<file path="src/rtl/ptw_pkg.sv">
// ----------------------------------------------------------------------------
// ptw_pkg: shared types and constants of the page table walker
// queue entry layout, result kinds and walk level codes
// ----------------------------------------------------------------------------
package ptw_pkg;

  localparam int unsigned QueueDepth = 2;
  localparam int unsigned QueuePtrW  = $clog2(QueueDepth);
  localparam int unsigned QueueCntW  = $clog2(QueueDepth + 1);

  localparam int unsigned VpnW   = 36;
  localparam int unsigned IdxW   = 9;
  localparam int unsigned LevelW = 3;

  localparam logic [LevelW-1:0] LvlIdle = 3'd0;
  localparam logic [LevelW-1:0] Lvl1    = 3'd1;
  localparam logic [LevelW-1:0] Lvl2    = 3'd2;
  localparam logic [LevelW-1:0] Lvl3    = 3'd3;
  localparam logic [LevelW-1:0] Lvl4    = 3'd4;

  localparam logic [63:0] TableMask = ~64'h0fff;
  localparam logic [63:0] BigMask   = ~64'h1fff;
  localparam logic [63:0] LeafMask  = ~64'h01ff;
  localparam int unsigned BigBit    = 7;

  typedef enum logic [1:0] {
    KIND_READ   = 2'd0,
    KIND_DONE   = 2'd1,
    KIND_REFUSE = 2'd2
  } kind_e;

  typedef enum logic {
    OP_START = 1'b0,
    OP_REPLY = 1'b1
  } op_e;

  typedef struct packed {
    op_e              op;
    logic [63:0]      word;  // table root on start, table entry on reply
    logic [VpnW-1:0]  vpn;
  } entry_t;

endpackage

</file>
<file path="src/rtl/four_level_page_table_walker.sv">
// ----------------------------------------------------------------------------
// four_level_page_table_walker: four-level page table walk engine
// translates a 48-bit virtual address by issuing table reads and folding replies
// ----------------------------------------------------------------------------
// usage
//   input channel: one beat per item, mode_i low starts a walk (virt_addr_i,
//   table_root_i), mode_i high returns the table word of the last read request
//   (table_word_i); a beat is taken when in_valid_i is high and in_stall_o low
//   output channel: one beat per input item, kind_o tells a read request
//   (read_addr_o), a finished walk (phys_addr_o, mapped_o) or a refused item
//   path: the front classifies an accepted input beat into the queue, then the
//   walk engine registers its result into the output reg
//   throughput: one item per cycle while out_stall_i is low, set by the walk
//   engine that does one 64-bit mask-and-add per item
//   stall: when out_stall_i holds, the output reg keeps its beat and the two
//   entry queue absorbs up to two more items before in_stall_o rises
//   reset: rst_ni low clears the queue, the output valid and the walk level,
//   so the walker is idle and the first reply is refused
// ----------------------------------------------------------------------------
module four_level_page_table_walker (
  input  logic         clk_i,
  input  logic         rst_ni,
  input  logic         in_valid_i,
  output logic         in_stall_o,
  input  logic         mode_i,
  input  logic [47:0]  virt_addr_i,
  input  logic [63:0]  table_root_i,
  input  logic [63:0]  table_word_i,
  output logic         out_valid_o,
  input  logic         out_stall_i,
  output logic [1:0]   kind_o,
  output logic [63:0]  read_addr_o,
  output logic [63:0]  phys_addr_o,
  output logic         mapped_o
);

  ptw_pkg::entry_t front_entry;  // classified input beat
  ptw_pkg::entry_t head_entry;   // oldest queued item
  logic            q_full;
  logic            head_valid;
  logic            pop;

  // front: classify start vs reply
  ptw_front u_front (
    .mode_i       (mode_i),
    .virt_addr_i  (virt_addr_i),
    .table_root_i (table_root_i),
    .table_word_i (table_word_i),
    .entry_o      (front_entry)
  );

  // decoupling queue, its full flag is the input stall
  ptw_queue u_queue (
    .clk_i        (clk_i),
    .rst_ni       (rst_ni),
    .push_i       (in_valid_i),
    .push_entry_i (front_entry),
    .full_o       (q_full),
    .pop_i        (pop),
    .head_valid_o (head_valid),
    .head_entry_o (head_entry)
  );

  assign in_stall_o = q_full;

  // back: walk state and registered result
  ptw_back u_back (
    .clk_i        (clk_i),
    .rst_ni       (rst_ni),
    .head_valid_i (head_valid),
    .head_entry_i (head_entry),
    .pop_o        (pop),
    .out_valid_o  (out_valid_o),
    .out_stall_i  (out_stall_i),
    .kind_o       (kind_o),
    .read_addr_o  (read_addr_o),
    .phys_addr_o  (phys_addr_o),
    .mapped_o     (mapped_o)
  );

endmodule

</file>
<file path="src/rtl/ptw_front.sv">
// ----------------------------------------------------------------------------
// ptw_front: input side of the page table walker
// classifies each beat as a walk start or a table reply and builds a queue entry
// ----------------------------------------------------------------------------
module ptw_front (
  input  logic               mode_i,
  input  logic [47:0]        virt_addr_i,
  input  logic [63:0]        table_root_i,
  input  logic [63:0]        table_word_i,
  output ptw_pkg::entry_t    entry_o
);

  always_comb begin
    entry_o = '0;
    if (mode_i == 1'b0) begin
      entry_o.op   = ptw_pkg::OP_START;
      entry_o.word = table_root_i;
      entry_o.vpn  = virt_addr_i[47:12];
    end else begin
      entry_o.op   = ptw_pkg::OP_REPLY;
      entry_o.word = table_word_i;
    end
  end

endmodule

</file>
<file path="src/rtl/ptw_queue.sv">
// ----------------------------------------------------------------------------
// ptw_queue: short fifo between front and back
// lets the input side keep taking beats while the back end is stalled
// ----------------------------------------------------------------------------
module ptw_queue (
  input  logic               clk_i,
  input  logic               rst_ni,
  input  logic               push_i,
  input  ptw_pkg::entry_t    push_entry_i,
  output logic               full_o,
  input  logic               pop_i,
  output logic               head_valid_o,
  output ptw_pkg::entry_t    head_entry_o
);

  ptw_pkg::entry_t                   mem_q [ptw_pkg::QueueDepth];
  logic [ptw_pkg::QueuePtrW-1:0]     wr_ptr_q, wr_ptr_d;
  logic [ptw_pkg::QueuePtrW-1:0]     rd_ptr_q, rd_ptr_d;
  logic [ptw_pkg::QueueCntW-1:0]     cnt_q, cnt_d;
  logic                              do_push, do_pop;

  assign full_o       = (cnt_q == ptw_pkg::QueueCntW'(ptw_pkg::QueueDepth));
  assign head_valid_o = (cnt_q != '0);
  assign head_entry_o = mem_q[rd_ptr_q];
  assign do_push      = push_i && !full_o;
  assign do_pop       = pop_i && head_valid_o;

  function automatic logic [ptw_pkg::QueuePtrW-1:0] ptr_inc(
    input logic [ptw_pkg::QueuePtrW-1:0] p
  );
    if (p == ptw_pkg::QueuePtrW'(ptw_pkg::QueueDepth - 1)) begin
      return '0;
    end
    return p + 1'b1;
  endfunction

  always_comb begin
    wr_ptr_d = do_push ? ptr_inc(wr_ptr_q) : wr_ptr_q;
    rd_ptr_d = do_pop  ? ptr_inc(rd_ptr_q) : rd_ptr_q;
    cnt_d    = cnt_q;
    if (do_push && !do_pop) begin
      cnt_d = cnt_q + 1'b1;
    end else if (do_pop && !do_push) begin
      cnt_d = cnt_q - 1'b1;
    end
  end

  always_ff @(posedge clk_i or negedge rst_ni) begin
    if (!rst_ni) begin
      wr_ptr_q <= '0;
      rd_ptr_q <= '0;
      cnt_q    <= '0;
    end else begin
      wr_ptr_q <= wr_ptr_d;
      rd_ptr_q <= rd_ptr_d;
      cnt_q    <= cnt_d;
    end
  end

  // storage is payload only
  always_ff @(posedge clk_i) begin
    if (do_push) begin
      mem_q[wr_ptr_q] <= push_entry_i;
    end
  end

endmodule

</file>
<file path="src/rtl/ptw_back.sv">
// ----------------------------------------------------------------------------
// ptw_back: walk engine of the page table walker
// holds the walk level and page number, forms one result per queue entry
// ----------------------------------------------------------------------------
module ptw_back (
  input  logic               clk_i,
  input  logic               rst_ni,
  input  logic               head_valid_i,
  input  ptw_pkg::entry_t    head_entry_i,
  output logic               pop_o,
  output logic               out_valid_o,
  input  logic               out_stall_i,
  output logic [1:0]         kind_o,
  output logic [63:0]        read_addr_o,
  output logic [63:0]        phys_addr_o,
  output logic               mapped_o
);

  logic [ptw_pkg::LevelW-1:0] level_q, level_d;
  logic [ptw_pkg::VpnW-1:0]   vpn_q, vpn_d;
  logic                       out_valid_q;
  ptw_pkg::kind_e             kind_q, kind_d;
  logic [63:0]                read_addr_q, read_addr_d;
  logic [63:0]                phys_addr_q, phys_addr_d;
  logic                       mapped_q, mapped_d;
  logic                       busy;
  logic [ptw_pkg::IdxW-1:0]   next_idx;
  logic [63:0]                base;

  assign pop_o = head_valid_i && (!out_valid_q || !out_stall_i);
  assign busy  = (level_q inside {[ptw_pkg::Lvl1:ptw_pkg::Lvl4]});

  // index of the level about to be read
  always_comb begin
    case (level_q)
      ptw_pkg::Lvl1: next_idx = vpn_q[26:18];
      ptw_pkg::Lvl2: next_idx = vpn_q[17:9];
      ptw_pkg::Lvl3: next_idx = vpn_q[8:0];
      default:       next_idx = head_entry_i.vpn[35:27];
    endcase
  end

  assign base = head_entry_i.word & ptw_pkg::TableMask;

  always_comb begin
    level_d     = level_q;
    vpn_d       = vpn_q;
    kind_d      = ptw_pkg::KIND_REFUSE;
    read_addr_d = '0;
    phys_addr_d = '0;
    mapped_d    = 1'b0;
    case (head_entry_i.op)
      ptw_pkg::OP_START: begin
        if (!busy) begin
          vpn_d       = head_entry_i.vpn;
          level_d     = ptw_pkg::Lvl1;
          kind_d      = ptw_pkg::KIND_READ;
          read_addr_d = base + {52'd0, next_idx, 3'd0};
        end
      end
      ptw_pkg::OP_REPLY: begin
        if (busy) begin
          if (level_q == ptw_pkg::Lvl4) begin
            level_d     = ptw_pkg::LvlIdle;
            kind_d      = ptw_pkg::KIND_DONE;
            phys_addr_d = head_entry_i.word & ptw_pkg::LeafMask;
            mapped_d    = |head_entry_i.word;
          end else if (head_entry_i.word == '0) begin
            // empty entry ends the walk unmapped
            level_d = ptw_pkg::LvlIdle;
            kind_d  = ptw_pkg::KIND_DONE;
          end else if (level_q == ptw_pkg::Lvl3 && head_entry_i.word[ptw_pkg::BigBit]) begin
            // large page
            level_d     = ptw_pkg::LvlIdle;
            kind_d      = ptw_pkg::KIND_DONE;
            phys_addr_d = head_entry_i.word & ptw_pkg::BigMask;
            mapped_d    = 1'b1;
          end else begin
            level_d     = level_q + 1'b1;
            kind_d      = ptw_pkg::KIND_READ;
            read_addr_d = base + {52'd0, next_idx, 3'd0};
          end
        end
      end
      default: begin
        kind_d = ptw_pkg::KIND_REFUSE;
      end
    endcase
  end

  always_ff @(posedge clk_i or negedge rst_ni) begin
    if (!rst_ni) begin
      level_q     <= ptw_pkg::LvlIdle;
      vpn_q       <= '0;
      out_valid_q <= 1'b0;
    end else begin
      if (pop_o) begin
        level_q     <= level_d;
        vpn_q       <= vpn_d;
        out_valid_q <= 1'b1;
      end else if (!out_stall_i) begin
        out_valid_q <= 1'b0;
      end
    end
  end

  always_ff @(posedge clk_i) begin
    if (pop_o) begin
      kind_q      <= kind_d;
      read_addr_q <= read_addr_d;
      phys_addr_q <= phys_addr_d;
      mapped_q    <= mapped_d;
    end
  end

  assign out_valid_o = out_valid_q;
  assign kind_o      = kind_q;
  assign read_addr_o = read_addr_q;
  assign phys_addr_o = phys_addr_q;
  assign mapped_o    = mapped_q;

endmodule

</file>
<file path="config.mk">
export PLATFORM = sky130hd
export DESIGN_NAME = four_level_page_table_walker
export DESIGN_NICKNAME = d
export VERILOG_FILES = /design/src/rtl/ptw_pkg.sv /design/src/rtl/four_level_page_table_walker.sv /design/src/rtl/ptw_front.sv /design/src/rtl/ptw_queue.sv /design/src/rtl/ptw_back.sv
export SDC_FILE = /design/constraint.sdc
export NUM_CORES = 1
export LEC_CHECK = 0
export BUFFER_PORTS_ARGS = -buffer_cell sky130_fd_sc_hd__buf_4
export CELL_PAD_IN_SITES_DETAIL_PLACEMENT = 0
export CELL_PAD_IN_SITES_GLOBAL_PLACEMENT = 1
export CORE_MARGIN = 4
export CORE_UTILIZATION = 45
export CTS_CLUSTER_DIAMETER = 120
export DETAILED_ROUTE_END_ITERATION = 10
export GPL_TIMING_DRIVEN = 0
export PLACE_DENSITY = 0.9
export SKIP_CTS_REPAIR_TIMING = 1
export SKIP_LAST_GASP = 1
export SYNTH_ARGS = -nofsm -noshare
export SYNTH_HDL_FRONTEND = slang
export SYNTH_SLANG_ARGS = --single-unit
</file>
<file path="constraint.sdc">
create_clock -name clk_i -period 7.1 [get_ports clk_i]
set_input_delay 1.065 -clock clk_i [delete_from_list [all_inputs] [get_ports clk_i]]
set_output_delay 1.065 -clock clk_i [all_outputs]
set_load 0.02 [all_outputs]
</file>
==> flow_summary.yaml, run 1 <==
synth:
  synthArstFlopShare: 0.09831
  syn_inst: 911
  netlist_top_cells_count: "321 x edfxtp_1, 92 x a21oi_1, 92 x mux2i_1"
  netlist_area_sq_mm: 0.01432
  synth_fa_ha_area_frac: 0.006116
  synth-compound-area-share: 0.05172
  synthMuxAreaShare: 0.1154
  synth_area_leader_cell: "edfxtp_1"
  synth_most_common_cell: "edfxtp_1"
  netlist_top_cells_area: "edfxtp_1 67%, mux2i_1 6.4%, dfrtp_1 6.1%"
  synth.top_cell.area_share: 0.6731
  yosysWarnings: 0
  ys.flop_type: "edfxtp_1"
  synth-xor-area-share: 0.003058
  synth_edf_count: 321
  synth_top_family_by_area: "multiplexers"
  synth-seq-cells: 356
  yosys.area_share.simple: 0.06526
  syn_avg_cell_area_sq_um: 15.72
  synth_cell_type_count: 42
  synth_seq_area_share: 0.7342
critical_path:
  path_class: "primary input to flop"
  r2r_start: "u_queue.cnt_q[0]"
  cp.arrival_ns: 3.63
  critPathMaxStageDelay_ns: 0.52
  cp-endpoint: "u_back.vpn_q[1]"
  reg2reg_depth: 8
  timing.critical_path.mode_cell: "clkbuf_1"
  crit_path_cell_trace: "buf_4 -> nand2_1 -> o21ai_0 -> inv_6 -> buf_16 -> and2_1 -> clkbuf_1 -> clkbuf_1 -> a21oi_1"
  endpoint_kind: "flop"
  path_max_fanout: 69
  setup.worst_path.start: "out_stall_i"
  rrSetupSlack_ns: 4.04
  timing.rr.end: "u_back.vpn_q[15]"
  startpoint_type: "primary input"
  slowest_stage: "inv_6"
  required_ns: 7.47
cts:
  clock_latency_ns: 0.52
  cts_root_buffer: "clkbuf_16"
  clock_tree.buffer_depth: 3
  cts_htree_levels: 2
  cts_tree: "done"
  numCtsBuffers: 38
  clock_sinks: 356
  clkTransAtPathRegs_ns: 0.06
outcome:
  status: "finished clean"
final_layout:
  area_growth_pct: 28.64
  fillers: 2436
  seq_area_sq_mm: 0.01052
  final_net_count: 1444
  multi_input_area_sq_mm: 0.003517
  drive_gt1_frac: 0.3424
grt:
  grt_pass1_vias: 9052
  grt_pass1_wl_um: 53990
  grt_use_total: 0.2020
  grt.overflow.total: 0
  grt_max_degree: 70
  antenna_found_initial: 3
placed_design:
  routabilityCongestion: 0.8577
  dp_hpwl_um: 26070
  io_buffers: 289
power_and_ir_drop:
  p_int_mw: 5.366
  p_clk_frac: 0.239
  combPwrFrac: 0.337
  p_sw_mw: 2.807
  p_total_mw: 8.173
  power.leakage_nw: 7.190
  p_seq_frac: 0.423
  vdd_drop_max_mv: 0.2644
  switching_share: 0.3434
  p_per_area_mw_per_mm2: 443.6
floorplan:
  pin_count: 314
  initial_utilization: 0.4550
  fp.coreArea_sq_mm: 0.03147
  die-area_sq_mm: 0.03474
  die_w_um: 186.4
  die_y_um: 186.4
  rows: 65
sta:
  fin_crit_ns: 3.252
  fmax_mhz: 307.5
  period_share: 0.4581
  hold_viol: 0
  whs_ns: 0.5068
  tightest_slew_ns: 1.032
  setup_viol: 0
  relSlewSlack: 0.3122
  finClkSkew_ns: 0.01874
  rsz0062_at_grt: "no"
  drv_slew: 0
routing:
  ant_nets: 0
  wl_per_cell_um: 21.50
  routed_via_density: 5.282
  drt-total-wl_um: 36340
  firstDrtPassIters: 5
  drtIter0Drc: 663
  vias: 8927
  drc: 0
hold_path:
  min-delay-path-class: "primary input to async pin"
flow_run:
  drv_cap: 0
logic make-up after synthesis:
logic type | after synthesis
flip-flops | 356
AND/OR/NAND/NOR | 188
multiplexers | 157
other | 1
buffers and inverters | 72
AO/OA/AOI/OAI | 125
XOR/XNOR | 5
adder cells (fa/ha/maj) | 7
final cells by class:
class,count,area share
Sequential cell,356,0.5708
Clock buffer,49,0.05556
Multi-Input combinational cell,494,0.1909
Antenna cell,3,0.0004075
Timing Repair Buffer,294,0.1244
Inverter,8,0.001902
Clock inverter,20,0.01175
Tap cell,402,0.02730
Buffer,64,0.01698
through the flow:
stage / setup WS [ns] / cell area (sq um) / cells / util / setup TNS, ns
after global placement: -1.242 / 17040 / 1613 / 0.5412 / -124.62
after detailed placement: 3.320 / 17180 / 1618 / 0.5457 / 0
after CTS: 3.829 / 18420 / 1687 / 0.5851 / 0
final: 3.848 / 18420 / 1690 / 0.5853 / 0
after global routing: 3.610 / 18420 / 1690 / 0.5853 / 0
after floorplan: 1.181 / 14360 / 922 / - / 0
cells in the final DEF, fill, tap and decap left out, types with 12 or more instances in the layout:
cell / synthesis / layout
clkbuf_16: 0 / 39
clkbuf_1: 40 / 49
mux2i_1: 92 / 92
mux2_2: 65 / 65
dfrtp_1: 35 / 35
edfxtp_1: 321 / 321
buf_4: 12 / 301
nor2b_1: 40 / 40
a21oi_1: 92 / 92
nor2_1: 90 / 89
nor4_1: 25 / 25
conb_1: 1 / 12
routing by layer:
layer,track usage,up-vias,part of all wire
met2,0.3360,392,0.49
met3,0.04620,51,0.079
met5,0,-,0
met1,0.2713,4349,0.41
li1,-,4135,-
met4,0.05518,0,0.020
critical path, delay by kind of cell:
family                 cells  cell delay, ns
AO/OA/AOI/OAI              2            0.49
buffers and inverters      5            1.77
AND/OR/NAND/NOR            2            0.28
sequential cells by signal, summed over array words and instances (netlist names):
register,cells
u_queue.mem_q,202
u_back.read_addr_o,61
u_back.phys_addr_o,55
u_back.vpn_q,27
u_back.level_q,3
u_back.kind_o,2
u_queue.cnt_q,2
u_back.mapped_o,1
u_back.out_valid_o,1
u_queue.rd_ptr_q,1
u_queue.wr_ptr_q,1
worst min-delay path by stage:
stage	end	slack [ns]	cells past startpoint
after floorplan	u_queue.wr_ptr_q	0.46	1
after global placement	u_queue.wr_ptr_q	0.48	1
after detailed placement	u_queue.cnt_q[1]	0.50	1
after CTS	u_back.level_q[0]	0.51	1
after global routing	u_back.vpn_q[5]	0.54	1
final	u_back.vpn_q[5]	0.51	1
power groups by stage:
stage / Sequential, mW / Clock, mW / Combinational (mW)
after detailed placement: 3.50 / 0 / 2.77
final: 3.46 / 1.95 / 2.76
after floorplan: 3.90 / 0 / 1.23
after global placement: 3.58 / 0 / 2.65
after CTS: 3.46 / 1.99 / 2.79
after global routing: 3.52 / 2.09 / 2.96
Note: power is estimated with default switching activity, not from simulation.
==> run 2: changes to the inputs <==
==> constraint.sdc (replaced) <==
create_clock -name clk_i -period 3.2 [get_ports clk_i]
set_input_delay 0.48 -clock clk_i [delete_from_list [all_inputs] [get_ports clk_i]]
set_output_delay 0.48 -clock clk_i [all_outputs]
set_load 0.02 [all_outputs]
==> flow_summary.yaml, run 2 (synthesis results as in run 1) <==
critical_path:
  timing.rr.end: "u_back.phys_addr_o[61]"
  endpoint_kind: "flop"
  cp_num_buf_inv: 3
  r2r_start: "u_back.level_q[1]"
  path_class: "flop to flop"
  slowest_stage: "clkbuf_1"
  path_delay_family: "buffers and inverters"
  critPathMaxStageDelay_ns: 0.50
  required_ns: 3.44
  reg2reg_depth: 8
  path_max_fanout: 10
  rrSetupSlack_ns: 0.33
  startpoint_type: "flop"
  crit_path_cell_trace: "inv_1 -> ha_1 -> o31ai_1 -> inv_1 -> ha_1 -> nand2_1 -> clkbuf_1 -> nor2_1"
  cp.arrival_ns: 3.10
floorplan:
  pin_count: 314
  die_w_um: 186.4
  die_y_um: 186.4
  rows: 65
  die-area_sq_mm: 0.03474
  fp.coreArea_sq_mm: 0.03147
  initial_utilization: 0.4550
cts:
  cts_tree: "done"
  clkTransAtPathRegs_ns: 0.06
  clock_tree.buffer_depth: 3
  numCtsBuffers: 37
  cts_root_buffer: "clkbuf_16"
  clock_latency_ns: 0.53
  cts_htree_levels: 2
  clock_sinks: 356
routing:
  drc: 0
  ant_nets: 0
  firstDrtPassIters: 5
  drtIter0Drc: 635
  vias: 9091
  routed_via_density: 5.382
  drt-total-wl_um: 37400
  wl_per_cell_um: 22.14
grt:
  grt_pass1_wl_um: 55100
  grt_use_total: 0.2060
  grt.overflow.total: 0
  grt_pass1_vias: 9116
  antenna_found_initial: 2
  grt_max_degree: 62
final_layout:
  finalNonFillerCells: 1689
  largest_register: "u_queue.mem_q"
  final_cell_mix: "321 x edfxtp_1, 301 x buf_4, 92 x mux2i_1, 92 x a21oi_1, 89 x nor2_1"
  largest_reg_flops: 202
  final_common_cell: "edfxtp_1"
  multi_input_area_sq_mm: 0.003523
  final_core_util: 0.5841
  drive_gt1_frac: 0.3455
  area_growth_pct: 28.36
  seq_area_sq_mm: 0.01052
  final_net_count: 1445
  fillers: 2435
sta:
  fmax_mhz: 349.0
  setup_viol: 0
  hold_viol: 0
  fin_crit_ns: 2.865
  tightest_slew_ns: 1.052
  relSlewSlack: 0.2988
  finClkSkew_ns: 0.02592
  drv_slew: 0
  period_share: 0.8954
  rsz0062_at_grt: "no"
  fin_tns_setup_ns: 0
power_and_ir_drop:
  vdd_drop_max_mv: 0.3996
  p_total_mw: 17.97
  p_per_area_mw_per_mm2: 977.7
  power.leakage_nw: 7.184
hold_path:
  hold_path_depth: 1
  min-delay-path-class: "primary input to flop"
  hold_path_end: "u_queue.mem_q[0][100]"
  hold_start: "mode_i"
outcome:
  status: "finished clean"
placed_design:
  io_buffers: 289
  place_inst: 1619
  routabilityCongestion: 0.8564
  dp_hpwl_um: 26670
flow_run:
  drv_cap: 0
## run 2: changes by cell type in the layout (fill, tap and decap cells not counted), moves of 2 or more
cell / change
buf_12: +3
clkinv_1: -2
clkbuf_8: +5
bufinv_16: -3
clkinv_2: +3
buf_16: -2
clkinvlp_4: -2
inv_6: -2
## run 2: worst max-delay path by stage
stage                                  from                      to  slack, ns  cells after the start
after floorplan            u_queue.cnt_q[1]         u_back.vpn_q[0]      -0.07                      7
after global placement          out_stall_i         u_back.vpn_q[4]      -1.03                      8
after detailed placement  u_back.level_q[1]  u_back.phys_addr_o[61]       0.28                      8
after CTS                 u_back.level_q[1]  u_back.phys_addr_o[55]       0.29                      8
after global routing      u_back.level_q[1]  u_back.phys_addr_o[61]       0.12                      8
final                     u_back.level_q[1]  u_back.phys_addr_o[61]       0.33                      8
## run 2: area by class of cell
cell class / count / area share
Clock inverter: 15 / 0.006466
Clock buffer: 52 / 0.05568
Buffer: 64 / 0.01919
Timing Repair Buffer: 296 / 0.1255
Tap cell: 402 / 0.02736
Inverter: 8 / 0.001838
Multi-Input combinational cell: 494 / 0.1917
Sequential cell: 356 / 0.5720
Antenna cell: 2 / 0.0002723
## run 2: through the flow
step / instance area (sq um) / setup slack, ns / hold WS (ns)
floorplan: 14420 / -0.06684 / 0.1844
global placement: 17090 / -1.033 / 0.4625
detailed placement: 17230 / 0.2802 / 0.4716
CTS: 18370 / 0.2876 / -0.07863
global route: 18380 / 0.1163 / 0.1382
finish: 18380 / 0.3348 / 0.1535
## run 2: metal layers
layer / GRT usage / share of wire
met5: 0 / 0
met4: 0.05461 / 0.022
met3: 0.04115 / 0.080
met2: 0.3498 / 0.50
met1: 0.2750 / 0.40
## run 2: where the power goes
group | internal (mW) | leakage [nW] | switching [mW] | total, mW
logic | 2.26 | 3.14 | 3.94 | 6.20
registers | 7.09 | 3.48 | 0.617 | 7.71
clock network | 2.33 | 0.561 | 1.73 | 4.06
==> run 3: changes to the inputs <==
--- a/config.mk
+++ b/config.mk
@@ -5,11 +5,12 @@
 export SDC_FILE = /design/constraint.sdc
 export NUM_CORES = 1
 export LEC_CHECK = 0
+export ABC_AREA = 1
 export BUFFER_PORTS_ARGS = -buffer_cell sky130_fd_sc_hd__buf_4
 export CELL_PAD_IN_SITES_DETAIL_PLACEMENT = 0
 export CELL_PAD_IN_SITES_GLOBAL_PLACEMENT = 1
 export CORE_MARGIN = 4
-export CORE_UTILIZATION = 45
+export CORE_UTILIZATION = 43
 export CTS_CLUSTER_DIAMETER = 120
 export DETAILED_ROUTE_END_ITERATION = 10
 export GPL_TIMING_DRIVEN = 0
@@ -18,4 +19,5 @@
 export SKIP_LAST_GASP = 1
 export SYNTH_ARGS = -nofsm -noshare
 export SYNTH_HDL_FRONTEND = slang
+export SYNTH_HIERARCHICAL = 1
 export SYNTH_SLANG_ARGS = --single-unit
==> flow_summary.yaml, run 3 <==
outcome:
  status: "finished clean"
routing:
  drc: 0
  routed_via_density: 4.641
  vias: 10276
  wl_per_cell_um: 16.08
  drtIter0Drc: 551
  ant_nets: 0
  firstDrtPassIters: 5
  drt-total-wl_um: 35610
synth:
  ys.flop_type: "edfxtp_1"
  syn_avg_cell_area_sq_um: 11.08
  synthArstFlopShare: 0.09831
  synth_seq_area_share: 0.6870
  synth_edf_count: 321
  netlist_top_cells_count: "566 x nand2_1, 321 x edfxtp_1, 138 x nor2_1"
  synth-seq-cells: 356
  synth.top_cell.area_share: 0.6298
  yosysWarnings: 6
  netlist_area_sq_mm: 0.01531
  synth_most_common_cell: "nand2_1"
  synth_cell_type_count: 29
  syn_inst: 1382
  synth_area_leader_cell: "edfxtp_1"
  netlist_top_cells_area: "edfxtp_1 63%, nand2_1 14%, dfrtp_1 5.7%"
final_layout:
  final_core_util: 0.5619
  final_net_count: 1919
  largest_reg_flops: 202
  largest_register: "u_queue/mem_q"
  drive_gt1_frac: 0.2996
  antenna_cells: 0
  fillers: 2919
  area_growth_pct: 27.74
  final_common_cell: "nand2_1"
  design_area_sq_mm: 0.01955
  final_cell_mix: "565 x nand2_1, 321 x edfxtp_1, 305 x buf_4"
  finalNonFillerCells: 2214
critical_path:
  path_max_fanout: 10
  endpoint_kind: "flop"
  timing.critical_path.mode_cell: "nand2_1"
  rrSetupSlack_ns: 0.39
  slowest_stage: "dfrtp_1"
  cp.arrival_ns: 3.04
  required_ns: 3.44
  path_class: "flop to flop"
  startpoint_type: "flop"
  timing.rr.end: "u_back/read_addr_o[7]"
  critPathMaxStageDelay_ns: 0.44
  crit_path_cell_trace: "inv_2 -> clkbuf_1 -> nand2_1 -> nand2_1 -> nor2_1 -> nand2_1 -> nor2_1 -> nand2_1 -> nor2_1 -> nand2_1 -> nand3_4 -> buf_12 -> a21oi_2"
  reg2reg_depth: 13
  r2r_start: "u_queue/rd_ptr_q"
cts:
  clock_latency_ns: 0.51
  cts_root_buffer: "clkbuf_16"
  numCtsBuffers: 37
  cts_htree_levels: 2
  clkTransAtPathRegs_ns: 0.06
  cts_tree: "done"
  clock_tree.buffer_depth: 3
  clock_sinks: 356
floorplan:
  initial_utilization: 0.4398
  fp.coreArea_sq_mm: 0.03480
  die_w_um: 196.7
  rows: 68
  die-area_sq_mm: 0.03868
  die_y_um: 196.7
  pin_count: 314
hold_path:
  hold_start: "out_stall_i"
  hold_path_end: "u_back/out_valid_o"
  min-delay-path-class: "primary input to flop"
  hold_path_depth: 3
power_and_ir_drop:
  p_per_area_mw_per_mm2: 950.4
  p_total_mw: 18.58
  power.leakage_nw: 8.747
  vdd_drop_max_mv: 0.5142
sta:
  period_share: 0.8766
  fmax_mhz: 356.5
  fin_tns_setup_ns: 0
  fin_ws_ns: 0.3950
  tightest_slew_ns: 0.8501
  rsz0062_at_grt: "no"
  fin_crit_ns: 2.805
  relSlewSlack: 0.4321
  hold_viol: 0
  finClkSkew_ns: 0.01382
  setup_viol: 0
  whs_ns: 0.1940
  drv_slew: 0
grt:
  grt.overflow.total: 0
  met2_usage: 0.3171
  grt_pass1_vias: 10408
  grt_busiest_layer: "met2"
  grt_max_degree: 38
  antenna_found_initial: 0
  grt_use_total: 0.1798
  grt_use_met1: 0.2271
  met3_usage: 0.03248
  grt_pass1_wl_um: 54770
placed_design:
  dp_hpwl_um: 26450
  place_inst: 2146
  io_buffers: 289
  placed_area_sq_mm: 0.01832
  place_ws_ns: 0.3367
  routabilityCongestion: 0.8147
flow_run:
  drv_cap: 0
==> run 3: cell types whose count changed after synthesis, sizes merged, moves of 9 or more <==
cell	change
buf	+45
nor4	-25
nand2	+561
mux2i	-92
mux2	-38
clkbuf	-37
a22o	-10
nor2b	-40
o32ai	-9
nand3	+10
a21oi	-19
inv	+104
nor2	+50
==> run 3: kinds of logic (layout without fill, tap and decap cells) <==
family | after synthesis | after routing | share of synthesized area
other | 1 | 12 | 0.0002450
and+or+nand+nor | 725 | 725 | 0.1823
adders and majority gates | 7 | 7 | 0.005722
xor gates and xnor gates | 2 | 2 | 0.001145
muxes | 27 | 27 | 0.01986
DFF | 356 | 356 | 0.6870
AOI/OAI and AO/OA | 78 | 78 | 0.04063
buffers and inverters | 186 | 552 | 0.06311
==> run 3: how the worst max path moves through the flow <==
stage / startpoint / to / slack (ns) / cells after the start
2_1_floorplan: u_queue/cnt_q[0] / u_back/vpn_q[0] / -0.48 / 7
3_3_place_gp: out_stall_i / u_back/vpn_q[25] / -1.72 / 5
3_5_place_dp: u_queue/rd_ptr_q / u_back/read_addr_o[9] / 0.34 / 14
4_1_cts: u_queue/rd_ptr_q / u_back/read_addr_o[7] / 0.31 / 14
5_1_grt: u_queue/rd_ptr_q / u_back/read_addr_o[7] / 0.03 / 14
6_report: u_queue/rd_ptr_q / u_back/read_addr_o[7] / 0.39 / 13
==> run 3: report_power, final <==
group	switching (mW)	leakage (nW)	internal, mW	total [mW]
sequential	0.457	3.53	6.99	7.45
clock	1.70	0.600	2.57	4.27
combinational	4.39	4.61	2.47	6.87
total	6.55	8.75	12.0	18.6
==> run 3: metal layers <==
metal | vias up | wire (um)
met1 | 4762 | 14680
met3 | 63 | 2109
met5 | - | 0
met4 | 0 | 1055
met2 | 289 | 17760
li1 | 5162 | -
==> run 3: cell type report <==
cell class | count | area (sq um) | share of cell area
tap | 455 | 569.3 | 0.02912
clock inverter | 23 | 217.7 | 0.01113
multi-input combinational | 851 | 3896 | 0.1993
inverter | 114 | 432.9 | 0.02214
sequential | 356 | 10520 | 0.5378
buffer | 72 | 549.3 | 0.02809
timing repair buffer | 299 | 2367 | 0.1211
clock buffer | 44 | 1005 | 0.05139
==> run 3: worst max-delay path, delay by kind of cell, from the launching register on <==
family          cells  cell delay [ns]
flops               1             0.44
buf+inv             3             0.52
simple gates        9             1.47
compound gates      1             0.08
